### src/design/pscull_pkg.sv
package pscull_pkg;

    localparam int unsigned COORD_W = 32;

    localparam logic [1:0] OP_CLEAR  = 2'd0;
    localparam logic [1:0] OP_APPEND = 2'd1;
    localparam logic [1:0] OP_SPHERE = 2'd2;
    localparam logic [1:0] OP_BOX    = 2'd3;

    typedef struct packed {
        logic signed [COORD_W-1:0] nx;
        logic signed [COORD_W-1:0] ny;
        logic signed [COORD_W-1:0] nz;
        logic signed [COORD_W-1:0] d;
    } plane_t;

    typedef struct packed {
        logic start;
        logic issue;
        logic last;
    } dist_ctrl_t;

    typedef struct packed {
        logic done;
        logic visible;
    } dist_stat_t;

endpackage

### src/design/pscull_plane_mem.sv
module pscull_plane_mem #(
    parameter int DEPTH  = 16,
    parameter int ADDR_W = 4
) (
    input  logic                   aclk,
    input  logic                   we,
    input  logic [ADDR_W-1:0]      waddr,
    input  pscull_pkg::plane_t     wdata,
    input  logic                   re,
    input  logic [ADDR_W-1:0]      raddr,
    output pscull_pkg::plane_t     rdata
);
    import pscull_pkg::*;

    plane_t mem [DEPTH];
    plane_t rdata_reg;

    always_ff @(posedge aclk) begin
        if (we) begin
            mem[waddr] <= wdata;
        end
        if (re) begin
            rdata_reg <= mem[raddr];
        end
    end

    assign rdata = rdata_reg;

endmodule

### config.mk
export PLATFORM = sky130hd
export DESIGN_NAME = pscull_plane_mem
export DESIGN_NICKNAME = d
export VERILOG_FILES = /design/src/design/pscull_pkg.sv /design/src/design/pscull_plane_mem.sv
export SDC_FILE = /design/constraint.sdc
export NUM_CORES = 1
export LEC_CHECK = 0
export ABC_CLOCK_PERIOD_IN_PS = 13590
export BUFFER_PORTS_ARGS = -buffer_cell sky130_fd_sc_hd__buf_2
export CORE_UTILIZATION = 30
export CTS_BUF_LIST = sky130_fd_sc_hd__clkbuf_4 sky130_fd_sc_hd__clkbuf_8 sky130_fd_sc_hd__clkbuf_16
export DETAILED_ROUTE_END_ITERATION = 8
export SLEW_MARGIN = 20
export SYNTH_ARGS = -nofsm -noshare
export SYNTH_HDL_FRONTEND = slang
export SYNTH_SLANG_ARGS = --single-unit
### constraint.sdc
create_clock -name aclk -period 13.59 [get_ports aclk]
set_input_delay 0.6795 -clock aclk [delete_from_list [all_inputs] [get_ports aclk]]
set_output_delay 0.6795 -clock aclk [all_outputs]
set_load 0.005 [all_outputs]
# Word-level counts from Yosys, hierarchy flattened
# Memories as Yosys holds them, arrays and structs flattened. A register that Yosys moved wholly into a read port is not among the register bits.
# Cells that the tools add are included.
# word_totals
elab_cells,3
in_bits,139
mem_count,1
mem_bits_rw,2048
reg_bits,0
# classes
mux,2
# mem_list
memory,depth,word_bits,read_ports,rd_clocked_by_memory_dff,wr,line_no,rtl
mem,16,128,1,1,1,pscull_plane_mem.sv:15,plane_t mem [DEPTH];
# ops
op,n
$mux 1,2

# Logic depth before layout (Yosys ltp)
# logic_depth
word_depth,2
depth_mapped,7
depth_no_buf,3

# Worst setup path after synthesis
# Ideal clock, no wire load.
# synth_path
kind,input to register
start,in waddr[2]
end,"mem mem[0][0] in the netlist's numbering, enable pin"
required_time_ns,12.816
path_stages,2
slack_ns,2.983
n_path_buf,0
t_arrival_ns,9.833
path_cell_list,or3b_2 -> nor3_1
# synth_lines
element,line_no,rtl
"start, declared",pscull_plane_mem.sv:7,"input logic [ADDR_W-1:0] waddr,"
"end, declared",pscull_plane_mem.sv:15,
# Straight into the memory's write port.

==> results.yml <==
outcome:
  outcome: "finished, final reports clean"
timing:
  skew_ns: 0.0784
  fmax_ghz: 0.249
  grt_setup_unrepaired: "false"
  tightest_slew_ns: 1.13
  slew_viol_final: 0
  setup-violations-final: 0
  min_period_ns: 4.02
  setup_tns_ns: 0
  hold_violations: 0
  finalWorstSetupSlack_ns: 9.57
  fin_crit_sh_pct: 29.6
  relSlewSlack_pct: 24.8
yosys:
  synthTopCellsByArea: "edfxtp_1 81%, mux4_2 13%, a22oi_1 2.0%"
  ys_seq_area_share_pct: 80.9
  synth_top_cell_by_area: "edfxtp_1"
  synth_top_area_share_pct: 80.9
  synthTopCellsByCount: "2,176 x edfxtp_1, 477 x mux4_2, 215 x a22oi_1, 95 x nand2_1, 86 x buf_2"
  ys_ff_latch: 2176
  syn_inst: 3357
  yosysWarnings: 0
  postSynthAreaPerCell_um2: 24.0
  syn_area_um2: 80700
  synth-edff-count: 2176
  synth_cell_types: 24
  synth_ff_type: "edfxtp_1"
  synth.most_common_cell: "edfxtp_1"
  syn_nets: 3496
  synthArstFlopShare_pct: 0
power_and_ir_drop:
  p_seq_share_pct: 54.5
  clkPwrFrac_pct: 40.9
  pwr_density_cell_nw_per_um2: 150
  internal_power_uw: 11000
  worst_ir_drop_vdd_uv: 124
  sw_frac_of_total_pct: 21.2
  p_leak_uw: 0.0292
  switchingPower_uw: 2970
  combPwrFrac_pct: 4.6
global_route:
  antenna_found_initial: 64
  grt_overflow: 0
  grt_pass1_vias: 38144
  grt_pass1_wl_um: 283000
  grt.total_usage_pct: 14.6
  grt_max_degree: 116
layout:
  utilization_pct: 34.9
  area_growth_pct: 15.7
  fin_cells: 7477
  largest_reg_flops: 2048
  layout-drive-gt1-share_pct: 31.5
  multi_input_area_um2: 14700
  nNetsFinal: 3881
  sequential_cell_area_um2: 65300
  num-fill-cells: 24650
clock_tree:
  cts_root_buf: "clkbuf_16"
  insertion_delay_ns: 0.87
  clockBufferDepth: 3
  cts_setup_buffers: 0
  path_clk_slew_ns: 0.06
  cts_resized: 0
  htreeDepth: 4
  cts_buffers: 211
  cts-hold-fix-buffers: 0
  cts_tree: "built"
  clock_sinks: 2176
placed_design:
  hpwlAfterDp_um: 102000
  io_buffers: 266
  place_ws_ns: 8.48
  place_inst: 7081
  gp_congestion: 0.689
drt:
  wl_per_cell_um: 26.8
  wl_um: 200000
  firstDrtPassIters: 5
  via_count: 36650
  drt_iter0_drc: 3121
  ant_nets: 0
  via_per_inst: 4.90
  drc_errors: 0
worst_hold_path:
  hold_path_class: "in -> reg"
worst_setup_path:
  cp.required_ns: 14.19
  arrival_ns: 4.62
  cp-end-kind: "register"
  cp_max_fo: 84
  cp-start-kind: "input port"
  criticalPathCategory: "in -> reg"
job:
  max_cap_viol_count: 0
floorplan:
  die_x_um: 521
  die_h_um: 521
  ios: 267
  dieArea_um2: 271000
  core_area_um2: 268000
  start_util_pct: 30.2
  rows: 190
[cell families (layout without fill, tap and decap cells)]
kind of cell           Yosys count  count (layout)  synth area share, %
flip-flops                    2176            2176                 80.9
multiplexers                   565             565                 14.5
AO/OA/AOI/OAI                  273             273                 2.55
buffers and inverters          176             728                 1.06
AND/OR/NAND/NOR                167             167                0.952
other                            0              16                    0
[power groups by stage]
stage	logic, µW	registers [µW]	clock network, µW
floorplan	361	7750	0
global placement	653	7750	0
detailed placement	665	7760	0
CTS	667	7620	5850
global route	704	7620	6080
finish	648	7610	5720
[worst paths after layout]
check             cells past startpoint  slack (ns)        start    endpoint
hold / removal                        1        0.17    wdata[67]  mem[6][67]
setup / recovery                      7        9.57     raddr[0]  rdata[115]
hold reg to reg                       3        0.70  mem[4][101]  rdata[101]
setup reg to reg                      3       11.98   mem[7][61]   rdata[61]
[worst max-delay path: stages]
cell and delay, ns:
buf_8 0.64, buf_4 0.75, buf_4 0.83, buf_4 0.61
mux4_2 0.57, a22oi_1 0.27, nand2_1 0.08
[metal layers]
metal | part of all wire (%) | GRT usage, % | vias up
li1 | - | - | 15216
met1 | 41 | 19.2 | 20037
met2 | 50 | 24.3 | 1001
met3 | 6.3 | 3.21 | 340
met4 | 2.3 | 4.17 | 56
met5 | 0.17 | 0 | -
[area by class of cell]
cell class                 count  area share [%]
antenna                       16          0.0429
clock buffer                 249            6.00
clock inverter               131            1.28
multi-input combinational   1005            15.7
sequential                  2176            70.0
tap                         3552            4.76
timing repair buffer         348            2.23
[metrics by stage]
step                hold slack [ns]  power (µW)  area, µm²
floorplan                     0.710        8110      80700
global placement              0.726        8400      86500
detailed placement            0.731        8420      86500
CTS                          0.0722       14100      93300
global route                  0.126       14400      93400
finish                        0.168       14000      93400
[placed cells by master (no fill, tap or decap), types with 5 or more instances in the layout]
| cell | netlist | final |
|---|---|---|
| nor2_4 | 0 | 13 |
| a22oi_1 | 215 | 215 |
| mux2i_1 | 24 | 24 |
| nand2b_1 | 16 | 16 |
| mux2_2 | 64 | 64 |
| bufinv_16 | 0 | 13 |
| clkinv_1 | 0 | 61 |
| diode_2 | 0 | 16 |
| nand2_1 | 95 | 95 |
| clkbuf_16 | 0 | 213 |
| buf_12 | 0 | 8 |
| o221ai_1 | 23 | 23 |
| buf_4 | 12 | 75 |
| clkbuf_4 | 0 | 36 |
| o21ai_0 | 17 | 17 |
| o22a_1 | 6 | 6 |
| mux4_2 | 477 | 477 |
| a221oi_1 | 12 | 12 |
| buf_2 | 86 | 261 |
| clkinv_2 | 0 | 34 |
| clkinv_16 | 0 | 9 |
| clkinvlp_4 | 0 | 5 |
| nor2b_1 | 29 | 25 |
| edfxtp_1 | 2176 | 2176 |
No activity file was read; power rests on OpenSTA's default activity.
